[src/design/cda_pkg.sv]
// Shared constants, codes and calendar helper functions for the date arithmetic unit.
package cda_pkg;

	// Field widths
	localparam int DAY_W    = 5;
	localparam int MONTH_W  = 4;
	localparam int YEAR_W   = 14;
	localparam int CNT_W    = 16;
	localparam int MODE_W   = 3;
	localparam int STAT_W   = 2;
	localparam int ORD_W    = 2;
	localparam int YMOD_W   = 9;

	// Stream widths
	localparam int S_DATA_W = 40;
	localparam int S_USER_W = MODE_W;
	localparam int M_DATA_W = 32;

	// Gregorian cycle: leap pattern repeats every 400 years
	localparam int                 YEAR_CYCLE      = 400;
	localparam logic [YMOD_W-1:0]  YEAR_CYCLE_LAST = YMOD_W'(YEAR_CYCLE - 1);
	localparam int                 YMOD_TOP_SHIFT  = 5;

	// Operation codes
	localparam logic [MODE_W-1:0] MODE_SET  = 3'd0;
	localparam logic [MODE_W-1:0] MODE_NEXT = 3'd1;
	localparam logic [MODE_W-1:0] MODE_PREV = 3'd2;
	localparam logic [MODE_W-1:0] MODE_ADD  = 3'd3;
	localparam logic [MODE_W-1:0] MODE_SUB  = 3'd4;
	localparam logic [MODE_W-1:0] MODE_CMP  = 3'd5;

	// Status codes
	localparam logic [STAT_W-1:0] STAT_OK      = 2'd0;
	localparam logic [STAT_W-1:0] STAT_INVALID = 2'd1;
	localparam logic [STAT_W-1:0] STAT_RANGE   = 2'd2;

	// Compare results
	localparam logic [ORD_W-1:0] ORD_EARLIER = 2'd0;
	localparam logic [ORD_W-1:0] ORD_EQUAL   = 2'd1;
	localparam logic [ORD_W-1:0] ORD_LATER   = 2'd2;

	localparam logic [MONTH_W-1:0] MONTH_JAN = 4'd1;
	localparam logic [MONTH_W-1:0] MONTH_FEB = 4'd2;
	localparam logic [MONTH_W-1:0] MONTH_DEC = 4'd12;
	localparam logic [DAY_W-1:0]   DAYS_LONG = 5'd31;
	localparam logic [DAY_W-1:0]   DAYS_LEAP_FEB = 5'd29;

	localparam logic [DAY_W-1:0] MONTH_DAYS [12] = '{
		5'd31, 5'd28, 5'd31, 5'd30, 5'd31, 5'd30,
		5'd31, 5'd31, 5'd30, 5'd31, 5'd30, 5'd31
	};

	// Leap test on the year reduced modulo 400
	function automatic logic is_leap(input logic [YMOD_W-1:0] r);
		return (r[1:0] == 2'b00) && (r != 9'd100) && (r != 9'd200) && (r != 9'd300);
	endfunction

	// Month length; months outside 1..12 count as 31 days
	function automatic logic [DAY_W-1:0] month_len(input logic [MONTH_W-1:0] m,
		input logic leap);
		logic [MONTH_W-1:0] idx;
		idx = m - MONTH_JAN;
		if (m < MONTH_JAN || m > MONTH_DEC)
			return DAYS_LONG;
		else if (m == MONTH_FEB && leap)
			return DAYS_LEAP_FEB;
		else
			return MONTH_DAYS[idx];
	endfunction

endpackage

[src/design/calendar_date_arithmetic_unit.sv]
// Top level of the Gregorian date arithmetic unit: sequencer, date registers, stream ports.
//
// Usage:
//   The unit holds one date. Each transfer on the slave stream carries one operation
//   (s_tuser) and its operands (s_tdata); exactly one result transfer follows on the
//   master stream with the stored date after the operation, a status and a compare order.
//   s_tready is high only while the sequencer is idle, so one operation is in work at a
//   time. The result sits in an output register until m_tready takes it; meanwhile the
//   next operation may already be accepted and worked on, and a finished one waits in the
//   done state until the output register is free.
// Sequence (accept to m_tvalid):
//   compare and unused modes: the done state loads the result into the output register
//   set: six shifted subtract steps reduce the year modulo 400 for the leap test
//   next/previous day, add, subtract: one adder/comparator on the day count walks a
//   month per cycle until the day fits its month, then the done state loads the
//   result.
// Reset: the stored date becomes 1 January 2000 and both streams go idle.
// Stall: a result not taken by the receiver holds m_tdata and stops the next result.
module calendar_date_arithmetic_unit #(
	parameter int MAX_YEAR   = 9999,
	parameter int COUNT_BITS = 16
) (
	input  logic                         clk,
	input  logic                         arst_n,
	input  logic                         s_tvalid,
	output logic                         s_tready,
	// given_day[4:0], given_month[8:5], given_year[22:9], day_count[38:23], zero[39]
	input  logic [cda_pkg::S_DATA_W-1:0] s_tdata,
	// mode[2:0]
	input  logic [cda_pkg::S_USER_W-1:0] s_tuser,
	output logic                         m_tvalid,
	input  logic                         m_tready,
	// cur_day[4:0], cur_month[8:5], cur_year[22:9], status[24:23], order[26:25], zero[31:27]
	output logic [cda_pkg::M_DATA_W-1:0] m_tdata
);
	import cda_pkg::*;

	localparam int CW = (COUNT_BITS < CNT_W) ? COUNT_BITS : CNT_W;
	// Working day must hold the stored day plus the full count, with a sign bit
	localparam int DX = (CW > DAY_W) ? CW : DAY_W;
	localparam int DW = DX + 2;
	localparam logic [YEAR_W:0]        MAX_YEAR_X = (YEAR_W + 1)'(MAX_YEAR);
	localparam logic signed [DW-1:0]   DAY_ONE    = DW'(1);
	localparam logic [YEAR_W-1:0]      YEAR_ONE   = YEAR_W'(1);
	localparam logic [YEAR_W-1:0]      RESET_YEAR = YEAR_W'(2000);

	typedef enum logic [2:0] {
		ST_IDLE,
		ST_YMOD,
		ST_FWD,
		ST_BWD,
		ST_DONE
	} state_t;

	state_t state_q;

	// Stored date and its year modulo 400
	logic [DAY_W-1:0]   stored_day_q;
	logic [MONTH_W-1:0] stored_month_q;
	logic [YEAR_W-1:0]  stored_year_q;
	logic [YMOD_W-1:0]  stored_r_q;

	// Working date while walking months
	logic signed [DW-1:0] wd_q;
	logic [MONTH_W-1:0]   wm_q;
	logic [YEAR_W-1:0]    wy_q;
	logic [YMOD_W-1:0]    wr_q;

	// Latched operands of a set
	logic [DAY_W-1:0]   g_day_q;
	logic [MONTH_W-1:0] g_month_q;
	logic [YEAR_W-1:0]  g_year_q;

	logic [STAT_W-1:0]   stat_q;
	logic [ORD_W-1:0]    ord_q;
	logic                m_tvalid_q;
	logic [M_DATA_W-1:0] m_tdata_q;

	// Input unpacking
	logic [MODE_W-1:0]  in_mode;
	logic [DAY_W-1:0]   in_day;
	logic [MONTH_W-1:0] in_month;
	logic [YEAR_W-1:0]  in_year;
	logic [CNT_W-1:0]   in_cnt;
	logic               accept;

	assign in_mode  = s_tuser;
	assign in_day   = s_tdata[4:0];
	assign in_month = s_tdata[8:5];
	assign in_year  = s_tdata[22:9];
	assign in_cnt   = s_tdata[38:23];
	assign s_tready = (state_q == ST_IDLE);
	assign accept   = s_tvalid && s_tready;

	logic signed [DW-1:0] sd_ext;
	logic signed [DW-1:0] cnt_ext;
	assign sd_ext  = $signed({{(DW - DAY_W){1'b0}}, stored_day_q});
	assign cnt_ext = $signed({{(DW - CW){1'b0}}, in_cnt[CW-1:0]});

	// Year reduction for the set check
	logic              ymod_start;
	logic              ymod_done;
	logic [YMOD_W-1:0] ymod_rem;

	assign ymod_start = accept && (in_mode == MODE_SET);

	cda_ymod u_ymod (
		.clk    (clk),
		.arst_n (arst_n),
		.start  (ymod_start),
		.year   (in_year),
		.done   (ymod_done),
		.rem    (ymod_rem)
	);

	logic set_ok;
	assign set_ok = (g_month_q >= MONTH_JAN) && (g_month_q <= MONTH_DEC) &&
		(g_day_q != '0) && (g_day_q <= month_len(g_month_q, is_leap(ymod_rem))) &&
		(g_year_q >= YEAR_ONE) && ({1'b0, g_year_q} <= MAX_YEAR_X);

	// Forward month step: drop this month's length
	logic [DAY_W-1:0]     fwd_len;
	logic signed [DW-1:0] fwd_len_s;
	logic                 fwd_more;
	logic [YEAR_W:0]      wy_inc;
	logic                 fwd_over;
	logic [YMOD_W-1:0]    wr_inc;

	assign fwd_len   = month_len(wm_q, is_leap(wr_q));
	assign fwd_len_s = $signed({{(DW - DAY_W){1'b0}}, fwd_len});
	assign fwd_more  = wd_q > fwd_len_s;
	assign wy_inc    = {1'b0, wy_q} + (YEAR_W + 1)'(1);
	assign fwd_over  = wy_inc > MAX_YEAR_X;
	assign wr_inc    = (wr_q == YEAR_CYCLE_LAST) ? '0 : wr_q + YMOD_W'(1);

	// Backward month step: borrow the previous month's length
	logic                 bwd_more;
	logic                 bwd_wrap;
	logic [MONTH_W-1:0]   bwd_month;
	logic [DAY_W-1:0]     bwd_len;
	logic signed [DW-1:0] bwd_len_s;
	logic [YMOD_W-1:0]    wr_dec;

	assign bwd_more  = wd_q < DAY_ONE;
	assign bwd_wrap  = (wm_q == MONTH_JAN);
	assign bwd_month = bwd_wrap ? MONTH_DEC : wm_q - MONTH_JAN;
	assign bwd_len   = month_len(bwd_month, is_leap(wr_q));
	assign bwd_len_s = $signed({{(DW - DAY_W){1'b0}}, bwd_len});
	assign wr_dec    = (wr_q == '0) ? YEAR_CYCLE_LAST : wr_q - YMOD_W'(1);

	// Compare stored date against the raw given fields
	logic [ORD_W-1:0] cmp_ord;
	always_comb begin
		if (stored_year_q != in_year)
			cmp_ord = (stored_year_q < in_year) ? ORD_EARLIER : ORD_LATER;
		else if (stored_month_q != in_month)
			cmp_ord = (stored_month_q < in_month) ? ORD_EARLIER : ORD_LATER;
		else if (stored_day_q != in_day)
			cmp_ord = (stored_day_q < in_day) ? ORD_EARLIER : ORD_LATER;
		else
			cmp_ord = ORD_EQUAL;
	end

	always_ff @(posedge clk or negedge arst_n) begin
		if (!arst_n) begin
			state_q        <= ST_IDLE;
			stored_day_q   <= DAY_W'(1);
			stored_month_q <= MONTH_JAN;
			stored_year_q  <= RESET_YEAR;
			stored_r_q     <= '0;
			wd_q           <= '0;
			wm_q           <= MONTH_JAN;
			wy_q           <= YEAR_ONE;
			wr_q           <= '0;
			g_day_q        <= '0;
			g_month_q      <= '0;
			g_year_q       <= '0;
			stat_q         <= STAT_OK;
			ord_q          <= ORD_EARLIER;
			m_tvalid_q     <= 1'b0;
			m_tdata_q      <= '0;
		end else begin
			// Release the output register once the receiver takes it, unless the done
			// state refills it in the same cycle
			if (m_tvalid_q && m_tready && (state_q != ST_DONE)) begin
				m_tvalid_q <= 1'b0;
			end

			case (state_q)
				ST_IDLE: begin
					if (accept) begin
						stat_q    <= STAT_OK;
						ord_q     <= ORD_EARLIER;
						wm_q      <= stored_month_q;
						wy_q      <= stored_year_q;
						wr_q      <= stored_r_q;
						g_day_q   <= in_day;
						g_month_q <= in_month;
						g_year_q  <= in_year;
						case (in_mode)
							MODE_SET: begin
								state_q <= ST_YMOD;
							end
							MODE_NEXT: begin
								wd_q    <= sd_ext + DAY_ONE;
								state_q <= ST_FWD;
							end
							MODE_PREV: begin
								wd_q    <= sd_ext - DAY_ONE;
								state_q <= ST_BWD;
							end
							MODE_ADD: begin
								wd_q    <= sd_ext + cnt_ext;
								state_q <= ST_FWD;
							end
							MODE_SUB: begin
								wd_q    <= sd_ext - cnt_ext;
								state_q <= ST_BWD;
							end
							MODE_CMP: begin
								ord_q   <= cmp_ord;
								state_q <= ST_DONE;
							end
							default: begin
								state_q <= ST_DONE;
							end
						endcase
					end
				end

				ST_YMOD: begin
					if (ymod_done) begin
						if (set_ok) begin
							stored_day_q   <= g_day_q;
							stored_month_q <= g_month_q;
							stored_year_q  <= g_year_q;
							stored_r_q     <= ymod_rem;
						end else begin
							stat_q <= STAT_INVALID;
						end
						state_q <= ST_DONE;
					end
				end

				ST_FWD: begin
					if (fwd_more) begin
						wd_q <= wd_q - fwd_len_s;
						if (wm_q == MONTH_DEC) begin
							if (fwd_over) begin
								stat_q  <= STAT_RANGE;
								state_q <= ST_DONE;
							end else begin
								wm_q <= MONTH_JAN;
								wy_q <= wy_inc[YEAR_W-1:0];
								wr_q <= wr_inc;
							end
						end else begin
							wm_q <= wm_q + MONTH_JAN;
						end
					end else begin
						stored_day_q   <= wd_q[DAY_W-1:0];
						stored_month_q <= wm_q;
						stored_year_q  <= wy_q;
						stored_r_q     <= wr_q;
						state_q        <= ST_DONE;
					end
				end

				ST_BWD: begin
					if (bwd_more) begin
						if (bwd_wrap && (wy_q <= YEAR_ONE)) begin
							stat_q  <= STAT_RANGE;
							state_q <= ST_DONE;
						end else begin
							wm_q <= bwd_month;
							wd_q <= wd_q + bwd_len_s;
							if (bwd_wrap) begin
								wy_q <= wy_q - YEAR_ONE;
								wr_q <= wr_dec;
							end
						end
					end else begin
						stored_day_q   <= wd_q[DAY_W-1:0];
						stored_month_q <= wm_q;
						stored_year_q  <= wy_q;
						stored_r_q     <= wr_q;
						state_q        <= ST_DONE;
					end
				end

				ST_DONE: begin
					// Hold until the output register is free or draining
					if (!m_tvalid_q || m_tready) begin
						m_tvalid_q <= 1'b1;
						m_tdata_q  <= {5'b00000, ord_q, stat_q, stored_year_q,
							stored_month_q, stored_day_q};
						state_q    <= ST_IDLE;
					end
				end

				default: begin
					state_q <= ST_IDLE;
				end
			endcase
		end
	end

	assign m_tvalid = m_tvalid_q;
	assign m_tdata  = m_tdata_q;

`ifndef SYNTH
	a_stored_valid: assert property (@(posedge clk) disable iff (!arst_n)
		(stored_month_q >= MONTH_JAN) && (stored_month_q <= MONTH_DEC) &&
		(stored_day_q != '0))
		else $error("stored date holds an impossible month or day");

	a_work_month: assert property (@(posedge clk) disable iff (!arst_n)
		(state_q == ST_FWD || state_q == ST_BWD) |->
		(wm_q >= MONTH_JAN) && (wm_q <= MONTH_DEC))
		else $error("working month left 1..12 during a walk");

	a_fwd_positive: assert property (@(posedge clk) disable iff (!arst_n)
		(state_q == ST_FWD) |-> (wd_q >= DAY_ONE))
		else $error("forward walk reached a day below one");

	a_ymod_range: assert property (@(posedge clk) disable iff (!arst_n)
		(stored_r_q <= YEAR_CYCLE_LAST) && (wr_q <= YEAR_CYCLE_LAST))
		else $error("year residue out of the 400 year cycle");

	a_result_source: assert property (@(posedge clk) disable iff (!arst_n)
		$rose(m_tvalid_q) |-> $past(state_q == ST_DONE))
		else $error("result raised outside the done state");
`endif

endmodule

[src/design/cda_ymod.sv]
// Iterative year reduction modulo 400 by shifted compare-and-subtract.
module cda_ymod (
	input  logic                       clk,
	input  logic                       arst_n,
	input  logic                       start,
	input  logic [cda_pkg::YEAR_W-1:0] year,
	output logic                       done,
	output logic [cda_pkg::YMOD_W-1:0] rem
);
	import cda_pkg::*;

	logic [YEAR_W-1:0] rem_q;
	logic [2:0]        k_q;
	logic              busy_q;
	logic              done_q;
	logic [YEAR_W:0]   step_val;
	logic              ge;

	assign step_val = (YEAR_W + 1)'(YEAR_CYCLE) << k_q;
	assign ge       = {1'b0, rem_q} >= step_val;

	always_ff @(posedge clk or negedge arst_n) begin
		if (!arst_n) begin
			rem_q  <= '0;
			k_q    <= '0;
			busy_q <= 1'b0;
			done_q <= 1'b0;
		end else if (start) begin
			rem_q  <= year;
			k_q    <= 3'(YMOD_TOP_SHIFT);
			busy_q <= 1'b1;
			done_q <= 1'b0;
		end else if (busy_q) begin
			if (ge) begin
				rem_q <= rem_q - step_val[YEAR_W-1:0];
			end
			if (k_q == 3'd0) begin
				busy_q <= 1'b0;
				done_q <= 1'b1;
			end else begin
				k_q <= k_q - 3'd1;
			end
		end else begin
			done_q <= 1'b0;
		end
	end

	assign done = done_q;
	assign rem  = rem_q[YMOD_W-1:0];

endmodule
[config.mk]
export PLATFORM = sky130hd
export DESIGN_NAME = calendar_date_arithmetic_unit
export DESIGN_NICKNAME = d
export VERILOG_FILES = /design/src/design/cda_pkg.sv /design/src/design/calendar_date_arithmetic_unit.sv /design/src/design/cda_ymod.sv
export SDC_FILE = /design/constraint.sdc
export NUM_CORES = 1
export LEC_CHECK = 0
export BUFFER_PORTS_ARGS = -buffer_cell sky130_fd_sc_hd__buf_4
export CAP_MARGIN = 20
export CORE_AREA = 2 2 157 175
export DETAILED_ROUTE_END_ITERATION = 8
export DIE_AREA = 0 0 159 177
export GPL_ROUTABILITY_DRIVEN = 0
export GPL_TIMING_DRIVEN = 0
export PLACE_DENSITY = 0.69
export SYNTH_ARGS = -nofsm -noshare
export SYNTH_HDL_FRONTEND = slang
export SYNTH_SLANG_ARGS = --single-unit
[constraint.sdc]
create_clock -name clk -period 4.62 [get_ports clk]
set_clock_uncertainty 0.1 [all_clocks]
set_input_delay 0 -clock clk [delete_from_list [all_inputs] [get_ports clk]]
set_output_delay 0 -clock clk [all_outputs]
set_load 0.05 [all_outputs]
# After elaboration in Yosys (flattened, before gate mapping)
# Memory sizes are Yosys's and may differ from the RTL's.
# Index checks and enable logic that the tools add are counted.
[op_classes] magnitude_cmp=22 shifts=1 n_reduce_logical=48 eq_ne=47 div=0 muxes=105 bitwise_logic=3 multipliers=0 add_sub_neg=16
[op_table] cell="$mux 14" n=14
[op_table] cell="$mux 9" n=13
[op_table] cell="$pmux 14 s3" n=2
[op_table] cell="$mux 5" n=16
[op_table] cell="$mux 18" n=4
[op_table] cell="$pmux 18 s4" n=1
[op_table] cell="$pmux 18 s3" n=1
[op_table] cell="$pmux 9 s3" n=2
[op_table] cell="$mux 4" n=11
[op_table] cell="$mux 3" n=11
[op_table] cell="$mux 2" n=15
[op_table] cell="$ne 2x2->1 const B" n=13
[op_table] cell="$pmux 4 s3" n=2
[op_table] cell="$logic_and 1x1->1" n=19
[op_table] cell="$add 18x6->18" n=1
[op_table] cell="$gt 18x6->1" n=1
[op_table] cell="$lt 18x2->1 const B" n=1
[op_table] cell="$ne 9x7->1 const B" n=2
[op_table] cell="$ne 9x8->1 const B" n=2
[op_table] cell="$ne 9x9->1 const B" n=2
[op_table] cell="$reduce_and 6->1" n=3
[op_table] cell="$sub 18x6->18" n=1
[op_table] cell="$add 5x16->17" n=1
[op_table] cell="$sub 5x16->17" n=1
[op_table] cell="59 further kinds" n=103
[totals] mem_bits_ro=240 mem_bits_rw=0 n_memories=3 latch_bits=0 regBits=154 wordCells=265
[memory_table] memory="(no name shown)" words=16 word_bits=5 read_ports=1 rd_clocked_by_memory_dff=0 write_ports=0 line="cda_pkg.sv:68" rtl="return MONTH_DAYS[idx];"
[memory_table] memory="(no name shown)" words=16 word_bits=5 read_ports=1 rd_clocked_by_memory_dff=0 write_ports=0 line="cda_pkg.sv:68"
[memory_table] memory="(no name shown)" words=16 word_bits=5 read_ports=1 rd_clocked_by_memory_dff=0 write_ports=0 line="cda_pkg.sv:68"

# Longest topological paths before layout
[logic_depth] word_depth=14 ltp_mapped=22 mapped_depth_nobuf=20

# Hierarchy
# A second synthesis with hierarchy kept.
[hier_totals] cells_unflattened=1461 area_unflattened_um2=12127.9
[by_module_without_submodules] module="calendar_date_arithmetic_unit" n_inst=1 seq_area_each_um2=3390.8 area_per_inst_um2=10650.2 cells_each=1315
[by_module_without_submodules] module="cda_ymod" n_inst=1 seq_area_each_um2=475.5 area_per_inst_um2=1477.7 cells_each=146

# Worst setup path after synthesis
# Ideal clock, no wire load.
[synth_path] path_type="register to register" from="reg wm_q[0]" to="reg wd_q[14]" required_ns=4.397 slack_ns=-0.030 stages_incl_launch_ff=21 t_arrival_ns=4.427 path_buffers=1 setup_time_ns=0.123 path_cell_list="dfstp_2 -> clkbuf_1 -> inv_1 -> ha_1 -> xnor2_1 -> nand2_1 -> xnor2_1 -> o21ai_0 -> o221ai_1 -> a21oi_1 -> nand2_1 -> ha_1 -> fa_1 -> or4_1 -> and3_1 -> and2_1 -> and3_1 -> a31oi_1 -> o32ai_1 -> o21ai_0 -> nand2_1"
[synth_between] elab_chain_len=13 word_cells_on_any_way=37
[synth_rtl] item="start: declaration" line="calendar_date_arithmetic_unit.sv:65" rtl="logic [MONTH_W-1:0] wm_q;"
[synth_rtl] item="start signal: assignment" line="calendar_date_arithmetic_unit.sv:194" rtl="wm_q <= stored_month_q;"
[synth_rtl] item="start signal: assignment" line="calendar_date_arithmetic_unit.sv:258" rtl="wm_q <= wm_q + MONTH_JAN;"
[synth_rtl] item="start signal: assignment" line="calendar_date_arithmetic_unit.sv:275" rtl="wm_q <= bwd_month;"
[synth_rtl] item="$sub 4x1->4 or $eq 4x1->1 (tied branches)" line="cda_pkg.sv:62, calendar_date_arithmetic_unit.sv:146, calendar_date_arithmetic_unit.sv:145"
[synth_rtl] item="$mux 4" line="calendar_date_arithmetic_unit.sv:146" rtl="assign bwd_month = bwd_wrap ? MONTH_DEC : wm_q - MONTH_JAN;"
[synth_rtl] item="$sub 4x1->4" line="cda_pkg.sv:62" rtl="idx = m - MONTH_JAN;"
[synth_rtl] item="$not 4->5 (implied by the code)" line="cda_pkg.sv:68"
[synth_rtl] item="$mem_v2 16x5"
[synth_rtl] item="$mux 5 (implied by the code) (2 in a row)" line="cda_pkg.sv:68"
[synth_rtl] item="$mux 5" line="cda_pkg.sv:65" rtl="else if (m == MONTH_FEB && leap)"
[synth_rtl] item="$mux 5" line="cda_pkg.sv:63" rtl="if (m < MONTH_JAN || m > MONTH_DEC)"
[synth_rtl] item="$add 18x6->18" line="calendar_date_arithmetic_unit.sv:276" rtl="wd_q <= wd_q + bwd_len_s;"
[synth_rtl] item="$mux 18" line="calendar_date_arithmetic_unit.sv:271" rtl="if (bwd_wrap && (wy_q <= YEAR_ONE)) begin"
[synth_rtl] item="$mux 18" line="calendar_date_arithmetic_unit.sv:270" rtl="if (bwd_more) begin"
[synth_rtl] item="$pmux 18 s3" line="calendar_date_arithmetic_unit.sv:189" rtl="case (state_q)"
[synth_rtl] item="end signal: assignment" line="calendar_date_arithmetic_unit.sv:205" rtl="wd_q <= sd_ext + DAY_ONE;"
[synth_rtl] item="end signal: assignment" line="calendar_date_arithmetic_unit.sv:209" rtl="wd_q <= sd_ext - DAY_ONE;"
[synth_rtl] item="end signal: assignment" line="calendar_date_arithmetic_unit.sv:276"
[synth_rtl] item="end: declaration" line="calendar_date_arithmetic_unit.sv:64" rtl="logic signed [DW-1:0] wd_q;"
# Parallel ways exist; a longest one is shown, timed or not. The select of a mux whose other input is x is not followed.
# A chain may end at the register's enable or synchronous reset.

# Worst setup path after layout
[layout_path] from="reg wm_q[0]" to="reg wd_q[12]"
# The elaborated chain is that of the path after synthesis.

==> results.py <==
metrics = {
    "timing": {
        "min_period_ns": 4.46,
        "setup_viol": 0,
        "hold_viol": 6,
        "hold-worst-slack_ns": -0.0110,
        "max_slew_margin": 0.265,
        "finalSetupTns_ns": 0,
        "post-route-period-util": 0.965,
        "drv_slew": 0,
        "tightest_slew_ns": 1.09,
        "fmax_mhz": 224,
        "fin_ws_ns": 0.162,
    },
    "logic_synthesis": {
        "synthCells": 1431,
        "synth_area_leaders": "dfrtp_1 (31%), ha_1 (7.4%), o21ai_0 (6.5%), nand2_1 (6.0%), a21oi_1 (3.9%)",
        "yosysUniqueCellTypes": 86,
        "yosysMostFrequentCell": "nand2_1",
        "yosysTopAreaCellShare": 0.308,
        "synth_ff_type": "dfrtp_1",
        "ys_ff_latch": 154,
        "ys_warn_count": 0,
        "synth.avg_cell_area_um2": 8.17,
        "async_reset_ff_frac": 1.00,
        "synth_common_cells": "nand2_1 (186), o21ai_0 (152), dfrtp_1 (144), a21oi_1 (90), nor2_1 (77)",
        "synth_edf_count": 0,
        "synth_area_leader_cell": "dfrtp_1",
        "synth_area_um2": 11700,
        "ys_seq_area_frac": 0.331,
    },
    "placed_design": {
        "portBuffers": 69,
        "place_area_um2": 12700,
        "post-place-ws_ns": -1.00,
        "place_hpwl_mm": 28.5,
    },
    "final_layout": {
        "post-route-util": 0.522,
        "drive_above_1_share": 0.137,
        "final_nets": 1681,
        "syn_to_final_growth_pct": 18.2,
        "final_cell_area_um2": 13800,
        "antenna_cells": 0,
    },
    "global_routing": {
        "antenna_found_initial": 0,
        "grt_pass1_vias": 11349,
        "met3_usage": 0.0448,
        "grt_max_degree": 88,
        "grt.overflow.total": 0,
        "use_met1": 0.346,
        "track_usage": 0.274,
        "grtUsageMet2": 0.459,
        "grt_pass1_wl_mm": 61.2,
        "top_usage_layer": "met2",
    },
    "worst_setup_path": {
        "endpoint_kind": "register",
        "cp-start-kind": "register",
        "crit_type": "register to register",
        "crit_required_ns": 4.87,
        "cp.arrival_ns": 4.70,
        "cp_max_fo": 10,
    },
    "cts": {
        "clockBufferDepth": 2,
        "cts_sinks": 154,
        "cts_tree": "done",
        "ctsHtreeMaxLevel": 4,
        "numCtsBuffers": 17,
        "clockRootBuffer": "clkbuf_16",
        "cts.clk_slew.worst_paths_ns": 0.07,
        "clkLatencyLatePin_ns": 0.44,
    },
    "die": {
        "core_um2": 26500,
        "row_count": 63,
        "die_w_um": 159,
        "die_area_um2": 28100,
        "start_util": 0.441,
        "io_pins": 81,
        "fp.dieH_um": 177,
    },
    "pwr": {
        "power_density_nw_per_um2": 760,
        "leakage_nw": 6.10,
        "vdd_drop_max_uv": 523,
    },
    "job": {
        "maxCapViolCount": 0,
    },
    "route": {
        "remaining_drc_errors": 0,
        "wirelength_mm": 39.0,
        "drt_iter0_markers": 1104,
        "num_vias": 11820,
        "ant_nets": 0,
        "dr.pass1.iters": 6,
        "via_per_inst": 6.12,
        "wire_per_inst_um": 20.2,
    },
    "status": {
        "outcome": "complete, but fails checks",
        "violations": "negative hold slack",
    },
    "min_path": {
        "hold_path.class": "input pin to asynchronous set/reset pin",
    },
}
[report_power, final]
part | internal [mW] | switching [mW] | leakage [nW]
clock network | 0.732 | 0.705 | 0.290
registers | 1.97 | 0.695 | 1.92
logic | 2.41 | 3.98 | 3.89
total | 5.11 | 5.38 | 6.10
[kinds of logic (layout without fill, tap and decap cells)]
family / after synthesis / count (layout) / share of synthesized area
compound gates: 445 / 445 / 0.237
xor+xnor: 39 / 39 / 0.0292
fa+ha+maj: 73 / 73 / 0.0807
buf+inv: 175 / 314 / 0.0619
flops: 154 / 154 / 0.331
mux: 64 / 64 / 0.0580
other cells: 1 / 5 / 0.000321
simple gates: 480 / 480 / 0.202
[cell type report]
class / instances / area, µm²
fill: 2511 / 12700
timing repair buffer: 110 / 928
tap: 357 / 447
clock inverter: 15 / 173
inverter: 76 / 289
sequential: 154 / 3870
multi-input combinational: 1106 / 7240
buffer: 96 / 447
clock buffer: 17 / 425
[layout by cell type, fill, tap and decap left out, types with 10 or more instances in the layout]
| master | instances |
|---|---|
| nand2_1 | 183 |
| o21ai_0 | 149 |
| dfrtp_1 | 144 |
| a21oi_1 | 89 |
| buf_4 | 82 |
| nor2_1 | 76 |
| inv_1 | 75 |
| clkbuf_1 | 68 |
| ha_1 | 66 |
| nor3_1 | 40 |
| nand3_1 | 39 |
| mux2i_1 | 34 |
| dlygate4sd3_1 | 31 |
| mux2_2 | 30 |
| a31oi_1 | 27 |
| xnor2_1 | 24 |
| a21o_1 | 19 |
| nor2b_1 | 17 |
| clkbuf_16 | 17 |
| o22ai_1 | 16 |
| and3_1 | 16 |
| o211ai_1 | 15 |
| nor4_1 | 15 |
| xor2_1 | 13 |
| a211oi_1 | 13 |
| o31ai_1 | 13 |
| nand4_1 | 12 |
| or3_1 | 12 |
| buf_2 | 11 |
| and2_1 | 11 |
| nand2b_1 | 10 |
| o21ai_1 | 10 |
| dfstp_2 | 10 |
[timing repair]
action | 4_1_cts | 5_1_grt
pin swaps | 1 | 5
cloned | 0 | 0
hold buffers | 31 | 0
setup buffers | 3 | 5
endpoints found under the hold margin | 190 | 0
gates resized for setup | 13 | 23
endpoints found under the setup margin | 80 | 77
[registers in the layout, summed over array words and instances, names as in the netlist, 5 cells and up]
register / count
wy_q: 14
g_year_q: 14
m_tdata: 27
wd_q: 18
stored_year_q: 14
u_ymod.rem_q: 14
wr_q: 9
stored_r_q: 9
g_day_q: 5
stored_day_q: 5
[routing by layer]
metal | routed length [µm] | up-vias | share of wire
li1 | - | 5450 | -
met3 | 3120 | 130 | 0.080
met1 | 15600 | 5648 | 0.40
met2 | 18300 | 592 | 0.47
met5 | 0 | - | 0
met4 | 2020 | 0 | 0.052
[worst paths after layout]
kind / startpoint / end / slack, ns / depth (start not counted)
min in group clk: s_tdata[37] / wd_q[14]$_DFFE_PN0P_ / 0.03 / 6
min: arst_n / m_tdata[1]$_DFFE_PN0P_ / -0.01 / 2
max: wm_q[0]$_DFFE_PN1P_ / wd_q[12]$_DFFE_PN0P_ / 0.16 / 21
min reg2reg: stored_r_q[2]$_DFFE_PN0P_ / stored_r_q[2]$_DFFE_PN0P_ / 0.38 / 2
max reg2reg: wm_q[0]$_DFFE_PN1P_ / wd_q[12]$_DFFE_PN0P_ / 0.16 / 21
max in group asynchronous: arst_n / stored_year_q[4]$_DFFE_PN1P_ / 3.56 / 3
[per-stage QoR]
| stage | hold slack (ns) | std cells | total power [mW] |
|---|---|---|---|
| floorplan | -0.396 | 1435 | 6.86 |
| global placement | 0.114 | 1861 | 8.52 |
| detailed placement | -0.106 | 1863 | 8.68 |
| CTS | 0.0286 | 1927 | 10.2 |
| global route | 0.0620 | 1931 | 11.2 |
| finish | -0.0110 | 1931 | 10.5 |
[worst max-delay path: stages, from the launching register on]
cell	delay, ns
dfstp_2	0.56
buf_8	0.14
clkinvlp_4	0.12
ha_4	0.21
xnor2_4	0.19
nand2_2	0.09
xnor2_1	0.14
o21ai_1	0.14
o221ai_1	0.13
a21oi_1	0.16
nand2_1	0.08
ha_2	0.19
fa_2	0.38
or4_4	0.56
and3_1	0.21
and2_1	0.19
and3_4	0.20
nand2_2	0.08
o41ai_4	0.11
nand3_1	0.11
a21oi_1	0.10
a221oi_2	0.17
No activity file was read; power rests on OpenSTA's default activity.
